[src/sv/hsl2rgb_pkg.sv]
// Shared types and field widths for the HSL to RGB converter.
`default_nettype none

package hsl2rgb_pkg;

    // Input field widths
    localparam int HUE_W   = 16;
    localparam int SAT_W   = 17;
    localparam int LIGHT_W = 17;
    localparam int IN_W    = HUE_W + SAT_W + LIGHT_W;
    localparam int IN_TDATA_W = ((IN_W + 7) / 8) * 8;

    // Output field widths
    localparam int CHAN_W      = 8;
    localparam int NUM_CHAN    = 3;
    localparam int OUT_TDATA_W = CHAN_W * NUM_CHAN;

    // Segment of the piecewise hue ramp
    typedef enum logic [1:0] {
        SEG_RISE,
        SEG_FLAT,
        SEG_FALL,
        SEG_LOW
    } t_seg;

endpackage

`default_nettype wire

[src/sv/hsl_to_rgb_converter.sv]
// HSL to RGB colour converter, seven-stage pipeline.
`default_nettype none

// Converts one colour per item from hue, saturation and lightness (unsigned
// fractions with FRAC_BITS fraction bits; saturation and lightness above one
// are saturated to one, hue wraps) into 8-bit red, green and blue. A new item
// is accepted in every cycle while the output side takes results. The seven
// register stages, the first loaded at the edge that accepts an item, are:
// clamp, l*s product, q/p and hue shifts, ramp segment select, the
// per-channel ramp multiplier, ramp value sum, and the final scaling by
// 255 with rounding. Each stage advances on its own when the next one has
// room, so bubbles close up under a stall.
module hsl_to_rgb_converter #(
    parameter int FRAC_BITS = 16
) (
    input  wire logic                                i_clk,
    input  wire logic                                i_rst_n,
    input  wire logic                                i_s_axis_tvalid,
    output logic                                     o_s_axis_tready,
    // hue [15:0], saturation [32:16], lightness [49:33], zero fill above
    input  wire logic [hsl2rgb_pkg::IN_TDATA_W-1:0]  i_s_axis_tdata,
    output logic                                     o_m_axis_tvalid,
    input  wire logic                                i_m_axis_tready,
    // red [7:0], green [15:8], blue [23:16]
    output logic [hsl2rgb_pkg::OUT_TDATA_W-1:0]      o_m_axis_tdata
);

    localparam int FB    = FRAC_BITS;
    localparam int EXT_W = FB + 18;
    localparam int PW    = FB + 2;
    localparam int XW    = FB + 3;
    localparam int MW    = PW + XW;
    localparam int VW    = 2 * FB + 4;
    localparam int SW    = VW + 8;
    localparam int RW    = SW - 2 * FB;
    localparam int CW    = hsl2rgb_pkg::CHAN_W;
    localparam int NC    = hsl2rgb_pkg::NUM_CHAN;
    localparam int HW    = hsl2rgb_pkg::HUE_W;
    localparam int SAW   = hsl2rgb_pkg::SAT_W;
    localparam int LW    = hsl2rgb_pkg::LIGHT_W;
    localparam int unsigned ONE_I = 32'd1 << FB;

    localparam logic [FB:0]      ONE     = {1'b1, {FB{1'b0}}};
    localparam logic [FB:0]      HALF    = {2'b01, {(FB - 1){1'b0}}};
    localparam logic [FB-1:0]    THIRD   = FB'(ONE_I / 3);
    localparam logic [EXT_W-1:0] ONE_EXT = EXT_W'(ONE);
    localparam logic [XW-1:0]    ONE_X   = XW'(ONE);
    localparam logic [XW-1:0]    FOUR_X  = XW'(ONE) << 2;
    localparam logic [FB+1:0]    TWO_3   = (FB + 2)'(ONE) << 1;
    localparam logic [SW-1:0]    ROUND   = SW'(1) << (2 * FB - 1);
    localparam logic [RW-1:0]    MAX_B   = RW'(255);

    // Stage handshake: each stage loads when empty or when the next one loads
    logic r_v1, r_v2, r_v3, r_v4, r_v5, r_v6, r_v7;
    logic en1, en2, en3, en4, en5, en6, en7;

    always_comb begin
        en7 = !r_v7 || i_m_axis_tready;
        en6 = !r_v6 || en7;
        en5 = !r_v5 || en6;
        en4 = !r_v4 || en5;
        en3 = !r_v3 || en4;
        en2 = !r_v2 || en3;
        en1 = !r_v1 || en2;
    end

    assign o_s_axis_tready = en1;
    assign o_m_axis_tvalid = r_v7;

    // Advance the valid bits
    always_ff @(posedge i_clk) begin
        if (!i_rst_n) begin
            r_v1 <= 1'b0;
            r_v2 <= 1'b0;
            r_v3 <= 1'b0;
            r_v4 <= 1'b0;
            r_v5 <= 1'b0;
            r_v6 <= 1'b0;
            r_v7 <= 1'b0;
        end else begin
            if (en1) r_v1 <= i_s_axis_tvalid;
            if (en2) r_v2 <= r_v1;
            if (en3) r_v3 <= r_v2;
            if (en4) r_v4 <= r_v3;
            if (en5) r_v5 <= r_v4;
            if (en6) r_v6 <= r_v5;
            if (en7) r_v7 <= r_v6;
        end
    end

    // ---------------- Stage 1: unpack, wrap hue, saturate s and l
    logic [FB+HW-1:0]  hue_ext;
    logic [EXT_W-1:0]  sat_ext, light_ext;
    logic [FB-1:0]     n1_h, r1_h;
    logic [FB:0]       n1_s, r1_s, n1_l, r1_l;

    always_comb begin
        hue_ext   = {{FB{1'b0}}, i_s_axis_tdata[HW-1:0]};
        sat_ext   = EXT_W'(i_s_axis_tdata[HW+SAW-1:HW]);
        light_ext = EXT_W'(i_s_axis_tdata[HW+SAW+LW-1:HW+SAW]);
        n1_h      = hue_ext[FB-1:0];
        n1_s      = (sat_ext > ONE_EXT) ? ONE : sat_ext[FB:0];
        n1_l      = (light_ext > ONE_EXT) ? ONE : light_ext[FB:0];
    end

    always_ff @(posedge i_clk) begin
        if (en1) begin
            r1_h <= n1_h;
            r1_s <= n1_s;
            r1_l <= n1_l;
        end
    end

    // ---------------- Stage 2: l*s product and grey value
    logic [2*FB+1:0]   ls_prod;
    logic [FB+8:0]     grey_prod;
    logic [FB:0]       n2_m, r2_m, r2_s, r2_l;
    logic [FB-1:0]     r2_h;
    logic [CW-1:0]     n2_grey, r2_grey;
    logic              n2_is_grey, r2_is_grey;

    always_comb begin
        ls_prod    = (2 * FB + 2)'(r1_l) * (2 * FB + 2)'(r1_s);
        n2_m       = ls_prod[2*FB:FB];
        grey_prod  = ({r1_l, 8'd0} - (FB + 9)'(r1_l));
        n2_grey    = grey_prod[FB+8] ? {CW{1'b1}} : grey_prod[FB+7:FB];
        n2_is_grey = (r1_s == '0);
    end

    always_ff @(posedge i_clk) begin
        if (en2) begin
            r2_m       <= n2_m;
            r2_s       <= r1_s;
            r2_l       <= r1_l;
            r2_h       <= r1_h;
            r2_grey    <= n2_grey;
            r2_is_grey <= n2_is_grey;
        end
    end

    // ---------------- Stage 3: q, p and the three shifted hues
    logic [PW-1:0]     q_lo, q_hi, q_sel, two_l, n3_p, n3_q, r3_p, r3_q;
    logic [FB:0]       h_plus;
    logic [FB-1:0]     n3_t [NC];
    logic [FB-1:0]     r3_t [NC];
    logic [CW-1:0]     r3_grey;
    logic              r3_is_grey;

    always_comb begin
        q_lo  = PW'(r2_l) + PW'(r2_m);
        q_hi  = PW'(r2_l) + PW'(r2_s) - PW'(r2_m);
        q_sel = (r2_l <= HALF) ? q_lo : q_hi;
        two_l = {r2_l, 1'b0};
        n3_p  = (two_l >= q_sel) ? (two_l - q_sel) : '0;
        n3_q  = (q_sel < n3_p) ? n3_p : q_sel;
        // Red at hue plus a third, blue at hue minus a third, both wrapped
        h_plus  = {1'b0, r2_h} + {1'b0, THIRD};
        n3_t[0] = h_plus[FB-1:0];
        n3_t[1] = r2_h;
        n3_t[2] = r2_h - THIRD;
    end

    always_ff @(posedge i_clk) begin
        if (en3) begin
            r3_p       <= n3_p;
            r3_q       <= n3_q;
            r3_t       <= n3_t;
            r3_grey    <= r2_grey;
            r3_is_grey <= r2_is_grey;
        end
    end

    // ---------------- Stage 4: pick ramp segment and multiplier operands
    logic [XW-1:0]          t6   [NC];
    logic [FB+1:0]          t3   [NC];
    hsl2rgb_pkg::t_seg      n4_seg [NC];
    hsl2rgb_pkg::t_seg      r4_seg [NC];
    logic [XW-1:0]          n4_x [NC];
    logic [XW-1:0]          r4_x [NC];
    logic [PW-1:0]          r4_d, r4_p, r4_q;
    logic [CW-1:0]          r4_grey;
    logic                   r4_is_grey;

    always_comb begin
        for (int c = 0; c < NC; c++) begin
            t3[c] = {1'b0, r3_t[c], 1'b0} + (FB + 2)'(r3_t[c]);
            t6[c] = {t3[c], 1'b0};
            priority if (t6[c] < ONE_X) begin
                n4_seg[c] = hsl2rgb_pkg::SEG_RISE;
                n4_x[c]   = t6[c];
            end else if (!r3_t[c][FB-1]) begin
                n4_seg[c] = hsl2rgb_pkg::SEG_FLAT;
                n4_x[c]   = '0;
            end else if (t3[c] < TWO_3) begin
                n4_seg[c] = hsl2rgb_pkg::SEG_FALL;
                n4_x[c]   = FOUR_X - t6[c];
            end else begin
                n4_seg[c] = hsl2rgb_pkg::SEG_LOW;
                n4_x[c]   = '0;
            end
        end
    end

    always_ff @(posedge i_clk) begin
        if (en4) begin
            r4_seg     <= n4_seg;
            r4_x       <= n4_x;
            r4_d       <= r3_q - r3_p;
            r4_p       <= r3_p;
            r4_q       <= r3_q;
            r4_grey    <= r3_grey;
            r4_is_grey <= r3_is_grey;
        end
    end

    // ---------------- Stage 5: ramp slope product per channel
    logic [MW-1:0]          n5_prod [NC];
    logic [MW-1:0]          r5_prod [NC];
    hsl2rgb_pkg::t_seg      r5_seg  [NC];
    logic [PW-1:0]          r5_p, r5_q;
    logic [CW-1:0]          r5_grey;
    logic                   r5_is_grey;

    always_comb begin
        for (int c = 0; c < NC; c++) begin
            n5_prod[c] = MW'(r4_d) * MW'(r4_x[c]);
        end
    end

    always_ff @(posedge i_clk) begin
        if (en5) begin
            r5_prod    <= n5_prod;
            r5_seg     <= r4_seg;
            r5_p       <= r4_p;
            r5_q       <= r4_q;
            r5_grey    <= r4_grey;
            r5_is_grey <= r4_is_grey;
        end
    end

    // ---------------- Stage 6: ramp value with 2*FB fraction bits
    logic [VW-1:0]     n6_v [NC];
    logic [VW-1:0]     r6_v [NC];
    logic [VW-1:0]     p_wide, q_wide;
    logic [CW-1:0]     r6_grey;
    logic              r6_is_grey;

    always_comb begin
        p_wide = VW'(r5_p) << FB;
        q_wide = VW'(r5_q) << FB;
        for (int c = 0; c < NC; c++) begin
            unique case (r5_seg[c])
                hsl2rgb_pkg::SEG_RISE,
                hsl2rgb_pkg::SEG_FALL: n6_v[c] = p_wide + VW'(r5_prod[c]);
                hsl2rgb_pkg::SEG_FLAT: n6_v[c] = q_wide;
                hsl2rgb_pkg::SEG_LOW:  n6_v[c] = p_wide;
                default:               n6_v[c] = p_wide;
            endcase
        end
    end

    always_ff @(posedge i_clk) begin
        if (en6) begin
            r6_v       <= n6_v;
            r6_grey    <= r5_grey;
            r6_is_grey <= r5_is_grey;
        end
    end

    // ---------------- Stage 7: scale by 255, round, clamp, pick grey
    logic [SW-1:0]     scaled [NC];
    logic [RW-1:0]     byte_w [NC];
    logic [CW-1:0]     chan   [NC];
    logic [hsl2rgb_pkg::OUT_TDATA_W-1:0] n7_data, r7_data;

    always_comb begin
        for (int c = 0; c < NC; c++) begin
            scaled[c] = {r6_v[c], 8'd0} - SW'(r6_v[c]) + ROUND;
            byte_w[c] = scaled[c][SW-1:2*FB];
            chan[c]   = (byte_w[c] > MAX_B) ? {CW{1'b1}} : byte_w[c][CW-1:0];
        end
        if (r6_is_grey) begin
            n7_data = {r6_grey, r6_grey, r6_grey};
        end else begin
            n7_data = {chan[2], chan[1], chan[0]};
        end
    end

    always_ff @(posedge i_clk) begin
        if (en7) begin
            r7_data <= n7_data;
        end
    end

    assign o_m_axis_tdata = r7_data;

endmodule

`default_nettype wire

[config.mk]
export PLATFORM = sky130hd
export DESIGN_NAME = hsl_to_rgb_converter
export DESIGN_NICKNAME = d
export VERILOG_FILES = /design/src/sv/hsl2rgb_pkg.sv /design/src/sv/hsl_to_rgb_converter.sv
export SDC_FILE = /design/constraint.sdc
export NUM_CORES = 2
export LEC_CHECK = 0
export BUFFER_PORTS_ARGS = -buffer_cell sky130_fd_sc_hd__buf_2
export CELL_PAD_IN_SITES_DETAIL_PLACEMENT = 1
export CELL_PAD_IN_SITES_GLOBAL_PLACEMENT = 2
export CORE_ASPECT_RATIO = 1.2
export CORE_MARGIN = 2
export CORE_UTILIZATION = 25
export DETAILED_ROUTE_END_ITERATION = 10
export PLACE_DENSITY_LB_ADDON = 0.1
export SLEW_MARGIN = 10
export SYNTH_ARGS = -nofsm -noshare
export SYNTH_HDL_FRONTEND = slang
export SYNTH_SLANG_ARGS = --single-unit
[constraint.sdc]
create_clock -name i_clk -period 8.9 [get_ports i_clk]
set_input_delay 0.89 -clock i_clk [delete_from_list [all_inputs] [get_ports i_clk]]
set_output_delay 0.89 -clock i_clk [all_outputs]
set_load 0.05 [all_outputs]
* Word-level counts from Yosys, hierarchy flattened
Index checks and enable logic that the tools add are counted.
Word-level totals: register bits 652, input bits 60, output and inout port bits 26, logic and storage cells 164
Cells by class: $add $sub $neg 23, multipliers 4, order comparisons 14, equal/unequal tests 9, mux-type cells 25, bitwise gates (word level) 6, reductions and logical operators 27
Operator list (count):
- $pmux W36 S3 | 3
- $mux W19 | 9
- $add A44 B32 Y44 const B | 3
- $sub A44 B36 Y44 | 3
- $add A34 B36 Y36 | 3
- $mul A18 B19 Y36 | 3
- $lt A19 B17 Y1 const B | 3
- $sub A19 B19 Y19 const A | 3
- $add A17 B16 Y18 | 3
- $lt A18 B18 Y1 const B | 3
- $mux W18 | 3
- $add A17 B17 Y18 | 2
- $gt A12 B8 Y1 const B | 3
- $sub A18 B18 Y18 | 2
- $gt A17 B17 Y1 const B | 2
- $mul A17 B17 Y33 | 1
- $sub A25 B17 Y25 | 1
- $mux W24 | 1
- $mux W8 | 3
- $ge A18 B18 Y1 | 1
- $lt A18 B18 Y1 | 1
- $sub A18 B17 Y18 | 1
- $le A17 B16 Y1 const B | 1
- $logic_not A17 Y1 | 1
- other kinds (11) | 49

* Depth between registers and ports, before layout
depth after elaboration 8, mapped depth 38

* Worst setup path before layout
Ideal clock, no wire load.
path type reg-to-reg, from register r2_m[1], to register r3_q[11] (data pin), setup time 262 ps, arrival time 6768 ps, required time 8638 ps, setup slack 1870 ps, stages on the path, launching flop included 33, buffers on the path 0, clock period less this slack 7030 ps, cells stage by stage edfxtp_1 > fa_1 > inv_1 > ha_1 > a211o_1 > a211oi_1 > o21ai_1 > a31o_2 > o221a_2 > or3_1 > nand3_1 > o31a_1 > ha_1 > and3_1 > a31oi_1 > o21ai_1 > a21oi_1 > o211ai_4 > maj3_4 > nand2_1 > ha_1 > o21a_1 > o21a_1 > o21ai_0 > a21oi_1 > o211ai_1 > nand2_1 > a21oi_1 > o211ai_1 > o21ai_0 > a31oi_4 > o211ai_4 > mux2_1
On the way: longest elaborated chain between the ends 6
Ends and longest elaborated chain:
- start, declared | line hsl_to_rgb_converter.sv:117 | logic [FB:0] n2_m, r2_m, r2_s, r2_l;
- start signal, assigned | line hsl_to_rgb_converter.sv:132 | r2_m <= n2_m;
- $sub A18 B17 Y18 / $add A17 B17 Y18 (equally long branches) | line hsl_to_rgb_converter.sv:151, hsl_to_rgb_converter.sv:150
- $mux W18 (*) | line hsl_to_rgb_converter.sv:152 | q_sel = (r2_l <= HALF) ? q_lo : q_hi;
- $sub A18 B18 Y18 / $ge A18 B18 Y1 (equally long branches) | line hsl_to_rgb_converter.sv:154 | n3_p = (two_l >= q_sel) ? (two_l - q_sel) : '0;
- $mux W18 | line hsl_to_rgb_converter.sv:154
- $lt A18 B18 Y1 | line hsl_to_rgb_converter.sv:155 | n3_q = (q_sel < n3_p) ? n3_p : q_sel;
- $mux W18 (*) | line hsl_to_rgb_converter.sv:155
- named net n3_q[11] | line hsl_to_rgb_converter.sv:142 | logic [PW-1:0] q_lo, q_hi, q_sel, two_l, n3_p, n3_q, r3_p, r3_q;
- end signal, assigned | line hsl_to_rgb_converter.sv:166 | r3_q <= n3_q;
- end, declared | line hsl_to_rgb_converter.sv:142
The timed path passes the listed nets; every way through them passes the cells marked *. A chain may end at the register's enable or synchronous reset.

* Worst setup path after layout
from register r2_l[1], to register r3_q[1] (data pin)
On the way: longest elaborated chain between the ends 7
Ends and longest elaborated chain:
- start, declared | line hsl_to_rgb_converter.sv:117
- start signal, assigned | line hsl_to_rgb_converter.sv:134 | r2_l <= r1_l;
- $add A17 B17 Y18 | line hsl_to_rgb_converter.sv:151 | q_hi = PW'(r2_l) + PW'(r2_s) - PW'(r2_m);
- $sub A18 B17 Y18 | line hsl_to_rgb_converter.sv:151
- $mux W18 | line hsl_to_rgb_converter.sv:152
- $sub A18 B18 Y18 / $ge A18 B18 Y1 (equally long branches) | line hsl_to_rgb_converter.sv:154
- $mux W18 | line hsl_to_rgb_converter.sv:154
- $lt A18 B18 Y1 | line hsl_to_rgb_converter.sv:155
- $mux W18 (*) | line hsl_to_rgb_converter.sv:155
- named net n3_q[1] | line hsl_to_rgb_converter.sv:142
Marks and branches as above.

==> run summary <==
The run finished with clean final reports. The clock reaches the later pin of the worst-skew pair after 0.72 ns. The run gives 6 as the initial antenna violation count.

The effective utilization at floorplan was 0.252. The tools report the startpoint of the most critical setup path as r2_l[1]$_DFFE_PP_. The basic-gate share of the synthesized area counting and, or, nand and nor cells came out at 0.142. The cell with the biggest individual delay on the critical path is fa_1. For the worst setup margin, the log shows 1.00 ns. The routed layout has 52200 vias. The count of mapped cells out of synthesis is 7691, and the transition at the pin with the smallest max-transition slack is 1.27 ns.

The tools report the number of primary I/O pins as 86. The run gives 59900 as the number of global-route vias before repair. The detailed router finished its first iteration with 1697 violations. The largest fanout of any net on the critical path was 12.

During synthesis, Yosys emitted a total of 0 warnings. The detailed placement HPWL is 200000 um, and the area of the die is 309000 um^2. Post-detailed-route via-to-cell ratio: 4.43. The reg-to-reg endpoint is r3_q[1]$_DFFE_PP_.

Adding up every negative setup slack in the final design gives 0 ns. The category of the critical setup timing path was reg2reg. The number of synthesized register bits is 642, and the final estimated routing congestion in global placement is 0.765. The share of layout cells above drive strength 1 came out at 0.0540. In this run the worst setup path terminates at r3_q[1]$_DFFE_PP_. The most frequent cell on the critical path is a21oi_1. Prior to clock tree synthesis, the placed netlist has a worst setup slack of 0.897 ns. The post-synthesis async set-or-reset flop share is 0, and the number of core rows is 221. After clock tree synthesis, the clock-pin slew on the worst setup and hold paths is 0.06 ns. Class of the tightest hold or removal check: in2reg.

The first global-routing pass estimated 376000 um of wire. The top-area cell type share of the netlist area is 0.266. Startpoint of the worst-slack reg-to-reg timing path: r2_l[1]$_DFFE_PP_. Post-synthesis sequential area ratio: 0.253. The H-tree level count came out at 3.

The synthesized-area fraction occupied by xor and xnor cells came out at 0.0347. On the final layout, the worst clock skew is 0.0671 ns. The run gives 0 as the final-report setup violation count. By instance count, the leading cell after synthesis is inv_1.

Derived from the worst setup path, the maximum achievable clock frequency is 0.127 GHz. The die span in y is 608 um. In the post-synthesis netlist, the biggest area contributors are fa_1, edfxtp_1, ha_1. Across all hold checks on the routed design, the worst slack comes to 0.374 ns. The post-cts repair resize count is 0, and the fraction of the cycle the final worst path needs is 0.887. Normalized max-slew margin: 0.152. The logs give 0.161 for the total track usage and 0 for the number of slew-limit violations in the final report.

The root buffer cell is clkbuf_16. Setup repair after global routing left no endpoint under its margin. From left edge to right edge, the die measures 507 um. The number of buffers inserted by port buffering was 79; the maximum number of pins on one net before global-route repair was 71. The biggest area contributor in the post-synthesis netlist is fa_1. The first detailed-routing pass took 5 iterations. From synthesis to final layout, the design area changed by 10.8%.

The synthesized area per cell is 9.89 um^2. The logs give 0 for the total congestion overflow and 302000 um^2 for the core region area. The number of cells on the worst reg-to-reg path is 37. The post-synthesis compound-gate area fraction is 0.0743, and the setup slack of the worst register-to-register path is 1.00 ns.

The number of hold-slack violations in the final timing report was 0; the required time at the endpoint of the critical path was 9.42 ns. The multiplexer fraction of the synthesized cell area is 0.0113, and the number of antenna-violating nets in the routed design is 0. The worst setup path is captured at a flop.

The largest stage delay on the critical path was 0.52 ns. The run gives 0 as the number of buffers inserted for hold repair after clock tree synthesis. The number of max-cap violations is 0.

The logs give 642 for the number of clock sinks and 3 for the maximum buffer depth of the clock tree. Number of nets in the layout: 9564. The count of distinct cell types in the synthesized netlist is 96, and the routed length per instance is 20.8 um. STA classifies the critical path startpoint as a flop. Buffers added to address setup during post-CTS repair amount to 0. In the synthesized netlist, the cells that appear most often are inv_1, fa_1, nand2_1. For this run, the leading register cell type out of synthesis is edfxtp_1. After synthesis, the largest family of logic cells by area is adder cells. Summed over all layers, the routed wires come to 245000 um.

The run gives 82 as the number of clock buffers inserted by TritonCTS. In this run the cell area of the synthesized design comes to 76000 um^2. The number of synthesized flops with an enable pin was 635. TritonCTS built the clock tree. The run gives 8.42 ns as the worst path arrival time. For the finished layout, the period the worst path requires is 7.90 ns.

After detailed routing, the number of remaining DRC violations is 0. The post-synthesis share of cell area spent on full adders, half adders and majority gates was 0.399.
sequential cells by signal, summed over array words and instances (netlist names), 18 cells and up:
register / count
r6_v: 105
r5_prod: 105
r3_q: 18
r5_q: 18
o_m_axis_tdata: 24
r3_t: 47
r4_d: 18
r4_x: 54
r4_p: 18
r5_p: 18
r3_p: 18
r4_q: 18
metal layers:
layer | routed length, um | vias to the layer above | global-route usage
li1 | - | 24600 | -
met1 | 102000 | 27000 | 0.188
met2 | 133000 | 337 | 0.313
met3 | 3620 | 194 | 0.0116
met4 | 6200 | 0 | 0.0402
met5 | 0 | - | 0
through the flow:
step	std cells	cell area, um^2	util
after floorplan	7693	76000	-
after global placement	11600	81400	0.269
after detailed placement	11600	81400	0.269
after CTS	11800	84200	0.279
after global routing	11800	84200	0.279
final	11800	84200	0.279
layout make-up:
cell class | count | area, um^2
Antenna cell | 13 | 32.5
Clock buffer | 92 | 2110
Clock inverter | 56 | 671
Fill cell | 34200 | 218000
Inverter | 1428 | 5370
Multi-Input combinational cell | 5312 | 50300
Sequential cell | 642 | 19200
Tap cell | 4014 | 5020
Timing Repair Buffer | 223 | 1540
cells by family after synthesis:
logic type	Yosys count
AO/OA/AOI/OAI	869
XOR/XNOR	301
adder cells (fa/ha/maj)	1817
buffers and inverters	1739
flip-flops	642
multiplexers	84
other	1
AND/OR/NAND/NOR	2238
layout by cell type (no fill, tap or decap), drive strengths merged, types with 168 or more instances in the layout:
master     n
inv     1437
a21oi    271
and2     448
ha       803
buf      223
nor2     254
xnor2    210
nand2   1008
fa      1012
o21ai    168
edfxtp   635
worst max-delay path: cells and delay by family, from the launching register on:
kind / cells / cell delay (ns)
buffers and inverters: 4 / 0.44
AOI/OAI and AO/OA: 20 / 3.90
muxes: 1 / 0.22
and+or+nand+nor: 6 / 0.67
adders and majority gates: 5 / 1.84
xor gates and xnor gates: 1 / 0.13
DFF: 1 / 0.48
worst min path at each step:
stage                       start            endpoint  cells after the start  slack [ns]
5_1_grt        i_s_axis_tdata[11]  r1_h[11]$_DFFE_PP_                      1        0.33
3_5_place_dp   r1_h[12]$_DFFE_PP_  r2_h[12]$_DFFE_PP_                      0        0.41
3_3_place_gp   r4_p[17]$_DFFE_PP_  r5_p[17]$_DFFE_PP_                      0        0.40
6_report        i_s_axis_tdata[3]   r1_h[3]$_DFFE_PP_                      1        0.37
4_1_cts         i_s_axis_tdata[3]   r1_h[3]$_DFFE_PP_                      1        0.30
2_1_floorplan   r1_h[0]$_DFFE_PP_   r2_h[0]$_DFFE_PP_                      0        0.40
Power is left out: the tool's default activity adds up to more than one toggle a clock period on the data nets, which glitch-free logic cannot reach.
